===== config.mk =====
export PLATFORM = sky130hd
export DESIGN_NAME = seconds_to_calendar_date
export DESIGN_NICKNAME = d
export VERILOG_FILES = /design/src/rtl/core/s2cd_pkg.sv /design/src/rtl/core/seconds_to_calendar_date.sv /design/src/rtl/core/s2cd_div.sv
export SDC_FILE = /design/constraint.sdc
export NUM_CORES = 2
export LEC_CHECK = 0
export ABC_AREA = 1
export BUFFER_PORTS_ARGS = -buffer_cell sky130_fd_sc_hd__buf_4
export CAP_MARGIN = 20
export CORE_UTILIZATION = 35
export DETAILED_ROUTE_END_ITERATION = 16
export PLACE_DENSITY = 0.49
export SYNTH_ARGS = -nofsm -noshare
export SYNTH_HDL_FRONTEND = slang
export SYNTH_SLANG_ARGS = --single-unit

===== constraint.sdc =====
create_clock -name clk -period 16.15 [get_ports clk]
set_input_delay 1.615 -clock clk [delete_from_list [all_inputs] [get_ports clk]]
set_output_delay 1.615 -clock clk [all_outputs]
set_load 0.03 [all_outputs]

===== src/rtl/core/s2cd_pkg.sv =====
// Package for the seconds to calendar date converter.
// Holds the divider request type, divisor and reciprocal constants and calendar tables.
// No dependencies.
package s2cd_pkg;

  localparam int DIVW = 11;   // widest divisor is one four-year set of days

  typedef struct packed {
    logic [31:0]     dividend;
    logic [DIVW-1:0] divisor;
    logic [31:0]     recip;   // floor(2^32 / divisor)
  } div_req_t;

  localparam logic [DIVW-1:0] DIV_MS   = DIVW'(1000);
  localparam logic [DIVW-1:0] DIV_MIN  = DIVW'(60);
  localparam logic [DIVW-1:0] DIV_HOUR = DIVW'(24);
  localparam logic [DIVW-1:0] DIV_QUAD = DIVW'(366 + 3 * 365);
  localparam logic [DIVW-1:0] DIV_WEEK = DIVW'(7);

  // Reciprocals scaled by 2^32, rounded down. The estimate they give is at most
  // one below the true quotient for any 32-bit dividend.
  localparam logic [31:0] RCP_MS   = 32'(64'h1_0000_0000 / 64'(DIV_MS));
  localparam logic [31:0] RCP_MIN  = 32'(64'h1_0000_0000 / 64'(DIV_MIN));
  localparam logic [31:0] RCP_HOUR = 32'(64'h1_0000_0000 / 64'(DIV_HOUR));
  localparam logic [31:0] RCP_QUAD = 32'(64'h1_0000_0000 / 64'(DIV_QUAD));
  localparam logic [31:0] RCP_WEEK = 32'(64'h1_0000_0000 / 64'(DIV_WEEK));

  localparam logic [31:0] EPOCH_SHIFT = 32'd432000;
  localparam logic [11:0] BASE_YEAR   = 12'd1980;

  localparam logic [10:0] QUAD_START [4] = '{11'd0, 11'd366, 11'd731, 11'd1096};
  localparam logic [2:0]  YEAR_WDAY  [4] = '{3'd1, 3'd3, 3'd4, 3'd5};

  localparam logic [8:0] LEAP_START [12] = '{
    9'd0, 9'd31, 9'd60, 9'd91, 9'd121, 9'd152,
    9'd182, 9'd213, 9'd244, 9'd274, 9'd305, 9'd335};
  localparam logic [8:0] COMMON_START [12] = '{
    9'd0, 9'd31, 9'd59, 9'd90, 9'd120, 9'd151,
    9'd181, 9'd212, 9'd243, 9'd273, 9'd304, 9'd334};

endpackage


===== src/rtl/core/seconds_to_calendar_date.sv =====
// Top level of the GPS seconds to calendar date converter.
// Depends on s2cd_pkg and on the shared divider s2cd_div.
//
//  channel   signals                              handshake
//  --------  -----------------------------------  ------------------------------
//  command   start, opcode, elapsed               beat taken when start && !busy
//  result    valid, year, month, day, hour,       one-cycle strobe on valid
//            minute, second, weekday
//
// Every division runs through one reciprocal-multiply unit. A request is handed
// over on a registered go, runs three steps inside the unit (multiply by the
// reciprocal, multiply back and subtract, one correction step) and is picked up
// on done. A seconds beat makes five requests (/60, /60, /24, /1461, /7); a
// millisecond beat first divides by 1000 as four 16-bit digits of long division.
// Reset is synchronous and clears only the sequencer and the div_go and valid
// strobes. The receiver cannot stall: the result stays on the ports until the
// next beat writes it; valid is high for one cycle; busy drops in the cycle valid rises.
module seconds_to_calendar_date
  import s2cd_pkg::*;
(
  input  logic        clk,
  input  logic        rst,
  input  logic        start,
  output logic        busy,
  input  logic        opcode,
  input  logic [63:0] elapsed,
  output logic        valid,
  output logic [11:0] year,
  output logic [3:0]  month,
  output logic [4:0]  day,
  output logic [4:0]  hour,
  output logic [5:0]  minute,
  output logic [5:0]  second,
  output logic [2:0]  weekday
);

  typedef enum logic [3:0] {
    S_IDLE, S_DMS, S_ADD, S_DSEC, S_DMIN, S_DHOUR, S_DQUAD, S_YEAR, S_DWEEK
  } state_t;

  state_t   state;
  logic     div_go;
  div_req_t div_req;
  logic     div_done;
  logic [31:0]     div_quot;
  logic [DIVW-1:0] div_rem;

  logic [31:0] secs;
  logic [47:0] ms_rest;   // millisecond digits still to divide, top digit first
  logic [1:0]  digit;
  logic [5:0]  quads;
  logic [10:0] days4;     // day within the four-year set
  logic [1:0]  yidx;
  logic [8:0]  dayyr;     // day within the year

  s2cd_div u_div (
    .clk  (clk),
    .rst  (rst),
    .go   (div_go),
    .req  (div_req),
    .done (div_done),
    .quot (div_quot),
    .rem  (div_rem)
  );

  // Year within the set: count how many later year starts the day has passed.
  logic [1:0]  yidx_c;
  logic [10:0] dayyr_c;
  logic [9:0]  week_sum;

  always_comb begin
    yidx_c = '0;
    for (int i = 1; i < 4; i++) begin
      if (days4 >= QUAD_START[i]) yidx_c = 2'(i);
    end
    dayyr_c  = days4 - QUAD_START[yidx_c];
    week_sum = 10'(({4'b0, quads} << 2) + {4'b0, quads}) + 10'(YEAR_WDAY[yidx_c])
             + 10'(dayyr_c);
  end

  // Month search over the table of the year type; the first year of a set is leap.
  logic [3:0] midx_c;
  logic [8:0] mstart_c;

  always_comb begin
    midx_c = '0;
    for (int i = 1; i < 12; i++) begin
      if (yidx == 2'd0) begin
        if (dayyr >= LEAP_START[i]) midx_c = 4'(i);
      end else begin
        if (dayyr >= COMMON_START[i]) midx_c = 4'(i);
      end
    end
    mstart_c = (yidx == 2'd0) ? LEAP_START[midx_c] : COMMON_START[midx_c];
  end

  logic [31:0] secs_shift;
  assign secs_shift = secs + EPOCH_SHIFT;

  always_ff @(posedge clk) begin
    if (rst) begin
      state  <= S_IDLE;
      div_go <= 1'b0;
      valid  <= 1'b0;
    end else begin
      div_go <= 1'b0;
      valid  <= 1'b0;
      unique case (state)
        S_IDLE: begin
          if (start) begin
            if (opcode) begin
              // Long division by 1000 starts on the top 16-bit digit with no remainder.
              div_req <= '{dividend: {16'b0, elapsed[63:48]}, divisor: DIV_MS,
                           recip: RCP_MS};
              div_go  <= 1'b1;
              ms_rest <= elapsed[47:0];
              digit   <= 2'd0;
              state   <= S_DMS;
            end else begin
              secs  <= elapsed[31:0];
              state <= S_ADD;
            end
          end
        end
        S_DMS: begin
          // Each digit of the quotient is below 2^16, so after the last digit the
          // low 32 bits of the quotient are the last two digits.
          if (div_done) begin
            secs <= {secs[15:0], div_quot[15:0]};
            if (digit == 2'd3) begin
              state <= S_ADD;
            end else begin
              div_req <= '{dividend: {6'b0, div_rem[9:0], ms_rest[47:32]},
                           divisor: DIV_MS, recip: RCP_MS};
              div_go  <= 1'b1;
              ms_rest <= {ms_rest[31:0], 16'b0};
              digit   <= digit + 2'd1;
            end
          end
        end
        S_ADD: begin
          div_req <= '{dividend: secs_shift, divisor: DIV_MIN, recip: RCP_MIN};
          div_go  <= 1'b1;
          state   <= S_DSEC;
        end
        S_DSEC: begin
          if (div_done) begin
            second  <= 6'(div_rem);
            div_req <= '{dividend: div_quot, divisor: DIV_MIN, recip: RCP_MIN};
            div_go  <= 1'b1;
            state   <= S_DMIN;
          end
        end
        S_DMIN: begin
          if (div_done) begin
            minute  <= 6'(div_rem);
            div_req <= '{dividend: div_quot, divisor: DIV_HOUR, recip: RCP_HOUR};
            div_go  <= 1'b1;
            state   <= S_DHOUR;
          end
        end
        S_DHOUR: begin
          if (div_done) begin
            hour    <= 5'(div_rem);
            div_req <= '{dividend: div_quot, divisor: DIV_QUAD, recip: RCP_QUAD};
            div_go  <= 1'b1;
            state   <= S_DQUAD;
          end
        end
        S_DQUAD: begin
          if (div_done) begin
            quads <= div_quot[5:0];
            days4 <= div_rem;
            state <= S_YEAR;
          end
        end
        S_YEAR: begin
          yidx    <= yidx_c;
          dayyr   <= dayyr_c[8:0];
          year    <= BASE_YEAR + {4'b0, quads, 2'b00} + {10'b0, yidx_c};
          div_req <= '{dividend: {22'b0, week_sum}, divisor: DIV_WEEK, recip: RCP_WEEK};
          div_go  <= 1'b1;
          state   <= S_DWEEK;
        end
        S_DWEEK: begin
          if (div_done) begin
            weekday <= 3'(div_rem);
            month   <= midx_c + 4'd1;
            day     <= 5'(dayyr - mstart_c + 9'd1);
            valid   <= 1'b1;
            state   <= S_IDLE;
          end
        end
        default: state <= S_IDLE;
      endcase
    end
  end

  assign busy = (state != S_IDLE);

endmodule


===== src/rtl/core/s2cd_div.sv =====
// Shared divider by a constant, using multiplication by a scaled reciprocal.
// Depends on s2cd_pkg for the request type and widths.
module s2cd_div
  import s2cd_pkg::*;
(
  input  logic            clk,
  input  logic            rst,
  input  logic            go,
  input  div_req_t        req,
  output logic            done,
  output logic [31:0]     quot,
  output logic [DIVW-1:0] rem
);

  typedef enum logic [1:0] {D_IDLE, D_MUL, D_BACK, D_FIX} dstate_t;

  dstate_t         state;
  logic [31:0]     num;
  logic [DIVW-1:0] divs;
  logic [31:0]     recip;
  logic [31:0]     q_est;
  logic [DIVW:0]   r_est;     // below twice the divisor

  logic [63:0]     prod;
  logic [31:0]     back;
  logic [31:0]     diff;
  logic [DIVW:0]   r_fix;
  logic            over;

  assign prod  = 64'(num) * 64'(recip);
  assign back  = q_est * 32'(divs);
  assign diff  = num - back;
  assign r_fix = r_est - {1'b0, divs};
  assign over  = (r_est >= {1'b0, divs});

  always_ff @(posedge clk) begin
    if (rst) begin
      state <= D_IDLE;
      done  <= 1'b0;
    end else begin
      done <= 1'b0;
      unique case (state)
        D_IDLE: begin
          if (go) begin
            num   <= req.dividend;
            divs  <= req.divisor;
            recip <= req.recip;
            state <= D_MUL;
          end
        end
        D_MUL: begin
          q_est <= prod[63:32];
          state <= D_BACK;
        end
        D_BACK: begin
          // The estimate is exact or one low, so the remainder fits in DIVW+1 bits.
          r_est <= diff[DIVW:0];
          state <= D_FIX;
        end
        D_FIX: begin
          if (over) begin
            quot <= q_est + 32'd1;
            rem  <= r_fix[DIVW-1:0];
          end else begin
            quot <= q_est;
            rem  <= r_est[DIVW-1:0];
          end
          done  <= 1'b1;
          state <= D_IDLE;
        end
      endcase
    end
  end

endmodule

==> results list <==
- The run finished with clean final reports.
* Clock period minus worst slack: a little over 8000 ps
- Detailed placement HPWL: between 100000 and 150000 µm
- The first global-routing pass estimated approximately 250000 µm of wire.
- Entering global routing, the biggest net connects 62 pins.
- TritonCTS built the clock tree.
- The total count of max-transition violations in the final report is 0.
- Between clock sinks in the finished design, the worst skew comes to 32.1 ps.
* Post-synthesis instance area: between 0.04 and 0.05 mm²
- Die Y-Extent: approximately 380 µm
- Compound-gate portion of the synthesized area: just over 5%
- The worst path uses 50.9% of the clock period.
- GRT Total Usage: 23.7%
- Beginning of the critical path: u_div.num[17]
- Number of buffers added on ports: 110
* Final antenna-violating net count: 0
- R2R depth: 24
- The first routing iteration left roughly 2800 violations.
* Primary FF master, synth: edfxtp_1
* Total number of vias: roughly 36000
- Number of H-tree levels: 2
- Horizontal extent of the die: ~380 µm
- The number of antenna violations at the first check in global routing came to 8.
* Clock slew at reported path FFs: about 60 ps
- For the pin with the worst max-slew slack, the measured transition is approximately 1000 ps.
- In this run, synthesis produced a sequential element count of between 300 and 400.
- Capture point of the critical path: u_div.q_est[11]
- Routed WL per cell: between 20 and 25 µm
* Area of the die: between 0.1 and 0.15 mm²
- Post-synthesis share of cell area spent on and, or, nand and nor gates: 12.7%
* Wire length after detailed routing: approximately 160000 µm
- After synthesis, the netlist uses 52 different library cells.
* Arrival @ worst endpoint: around 8600 ps
* Maximum capacitance violations: 0
- Floorplan core area: about 0.14 mm²
* Post-synthesis adder-cell area fraction: between 40% and 50%
- Post-cts repair resize count: 0
* Top Ports: around 110
- Number of global-route vias before repair: 37400
- In the synthesized netlist, the number of instances is between 5000 and 6000.
- After synthesis, the largest family of logic cells by area is adder cells.
* Register area share after synthesis: between 20% and 30%
- TritonCTS sink count: 351
- In this run the post-CTS setup repair buffer count came out at 0.
* Xor-xnor portion of the synthesized cell area: roughly 2.1%
- Area growth syn-to-layout: 8.98%
- Setup violations remaining at the end of the flow were counted as 0.
* Number of warnings printed during yosys synthesis: 0
- Post-Route Setup TNS: 0 ps
- Fraction of registers with async set/reset: 0%
* Maximum frequency from static timing analysis: ~120 MHz
- Number of nets produced by synthesis: between 6000 and 7000
* Destination of the worst register-to-register timing path: u_div.q_est[11]
* Largest fanout on the critical path: 16
- At the worst endpoint, the required time is approximately 17000 ps.
- In this run, post-CTS hold repair placed 0 buffers.
* Buffer type at the clock tree root: clkbuf_16
* Final GP Congestion: 0.959
* Gr ovfl total: 0
- Clock tree synthesis inserted a total of 43 buffers.
- Portion of netlist area occupied by mux cells: 0%
* Placement row count: between 100 and 150
- The worst hold path belongs to the class flip-flop to flip-flop.
- The worst setup path is launched from a flip-flop.
- Of the cells placed in the final design, the portion with a size suffix greater than 1 is under 10%.
- In this run, synthesis inferred around 340 flip-flops with an integrated enable.
- In this run the critical register-to-register path is launched from u_div.num[17].
* Detailed-route vias per instance: ~4.8
- No sink is reached through more buffers than the 3 on the longest clock path.
- Headroom to the max-slew limit came out at between 30 and 40%.
* First drt pass iteration count: 6
* Number of nets in the final layout: approximately 7000
- The worst hold path begins at div_req[1].
- Crit path capture type: flip-flop
- Number of filler cells placed in the layout: between 10000 and 15000
- Mean area per synthesized cell: between 8 and 9 µm²
- The later pin in the worst-skew pair is clocked with a latency of just under 600 ps.
- Of the post-synthesis cell area, the dominant cell type holds between 30% and 40%.
- Ranked by total cell area, the synthesized netlist is headed by fa_1 (34%), edfxtp_1 (21%), inv_1 (12%).
* Unrepaired setup endpoints after global routing: false
* Starting Density: 35.2%
- Post-route DRC violation count: 0
- R2R Setup Slk: 7930 ps
* Cell type with the largest total area after synthesis: fa_1
- The critical path is of the flip-flop to flip-flop type.
- Final hold violation count: 0
-- sequential cells by signal, indices dropped and copies added, names as in the netlist, 5 cells and up --
name         flops
u_div.num       32
u_div.quot      32
dayyr            9
secs            32
days4           11
year            12
ms_rest         48
u_div.divs       8
minute           6
div_req         53
u_div.r_est     12
quads            6
u_div.q_est     32
u_div.recip     13
day              5
second           6
hour             5
u_div.rem       11
-- placed cells by master, fill, tap and decap left out, drive strengths merged, types with 9 or more instances in the layout --
cell,n
a21oi,169
inv,1630
xor2,80
a31oi,19
o21a,10
nand2,1144
nor4,13
buf,165
nor2,246
edfxtp,342
nor3,37
ha,430
xnor2,39
o21ai,163
dfxtp,9
o21bai,9
nand4,28
a221oi,11
clkinv,14
fa,832
o2111ai,11
nand3,78
clkbuf,57
-- kinds of logic after synthesis --
logic type | Yosys count
DFF | 351
xor gates and xnor gates | 119
buffers and inverters | 1792
and+or+nand+nor | 1556
AOI/OAI and AO/OA | 438
adders and majority gates | 1262
-- Yosys cell counts, types with 3 or more instances --
master,number
inv_1,1608
nand2_1,1128
fa_1,832
ha_1,430
edfxtp_1,342
nor2_1,231
a21oi_1,165
o21ai_0,139
clkbuf_1,120
xor2_1,80
nand3_1,74
xnor2_1,38
nor3_1,36
nand4_1,28
buf_2,27
o21ai_1,23
inv_2,21
a31oi_1,19
nand2_2,14
nor4_1,13
a221oi_1,11
o2111ai_1,11
buf_1,10
nor2_2,10
o21a_1,10
dfxtp_1,9
o21bai_1,9
a21o_1,8
a22oi_1,8
a21boi_0,7
a211oi_1,6
buf_4,5
nor2_4,5
o211ai_1,5
or2_2,5
nand3_2,4
o31ai_1,4
a21oi_2,3
and2_1,3
o221ai_1,3
-- critical path, cell delays in order, from the launching register on --
cell	delay, ps
edfxtp_1	990
nand2_1	340
inv_1	250
fa_1	470
fa_1	510
inv_1	60
fa_1	400
fa_1	550
inv_1	60
fa_1	610
fa_1	450
fa_1	490
inv_1	60
fa_1	490
inv_1	40
ha_1	430
nand2_1	140
nor2_1	280
inv_1	70
nor2_1	230
inv_1	80
nor2_1	300
nand4_1	200
nand2_1	180
xor2_1	300
-- final cells by class --
cell class                 instances  area, µm²  share of cell area, %
clock inverter                    20        216                  0.405
tap                             1876       2350                   4.39
timing repair buffer             165       1270                   2.37
multi-input combinational       3375      31900                   59.6
antenna                            1       2.50                0.00468
sequential                       351      10500                   19.5
clock buffer                      57       1190                   2.22
inverter                        1629       6110                   11.4
-- per-layer routing --
| layer | part of all wire [%] | GRT usage (%) | wire length (µm) | vias to the layer above |
|---|---|---|---|---|
| met3 | 5.2 | 2.12 | 8500 | 203 |
| met5 | 0.0079 | 0 | 13 | - |
| li1 | - | - | - | 16500 |
| met4 | 2.5 | 5.34 | 4190 | 2 |
| met1 | 47 | 35.0 | 76800 | 18000 |
| met2 | 46 | 37.6 | 74800 | 1053 |
-- worst min path at each step --
| stage | to | slack (ps) | cells past startpoint |
|---|---|---|---|
| detailed placement | u_div.divs[4] | 400 | 0 |
| global placement | u_div.divs[2] | 400 | 0 |
| finish | u_div.recip[1] | 420 | 0 |
| global route | u_div.recip[12] | 420 | 0 |
| floorplan | days4[10] | 400 | 0 |
| CTS | u_div.divs[5] | 420 | 0 |
-- through the flow --
| stage | instances | cell area (µm²) | utilization [%] | worst slack [ps] | hold WS [ps] |
|---|---|---|---|---|---|
| floorplan | 5518 | 49100 | - | 9370 | 400 |
| global placement | 7393 | 52000 | 37.3 | 7870 | 401 |
| detailed placement | 7394 | 52000 | 37.3 | 7970 | 405 |
| CTS | 7471 | 53400 | 38.3 | 7920 | 417 |
| global route | 7473 | 53500 | 38.4 | 7640 | 424 |
| finish | 7474 | 53500 | 38.4 | 7930 | 417 |
Power is not shown: default switching activity piles up to over one toggle a cycle in this logic, so the estimate is an artifact.
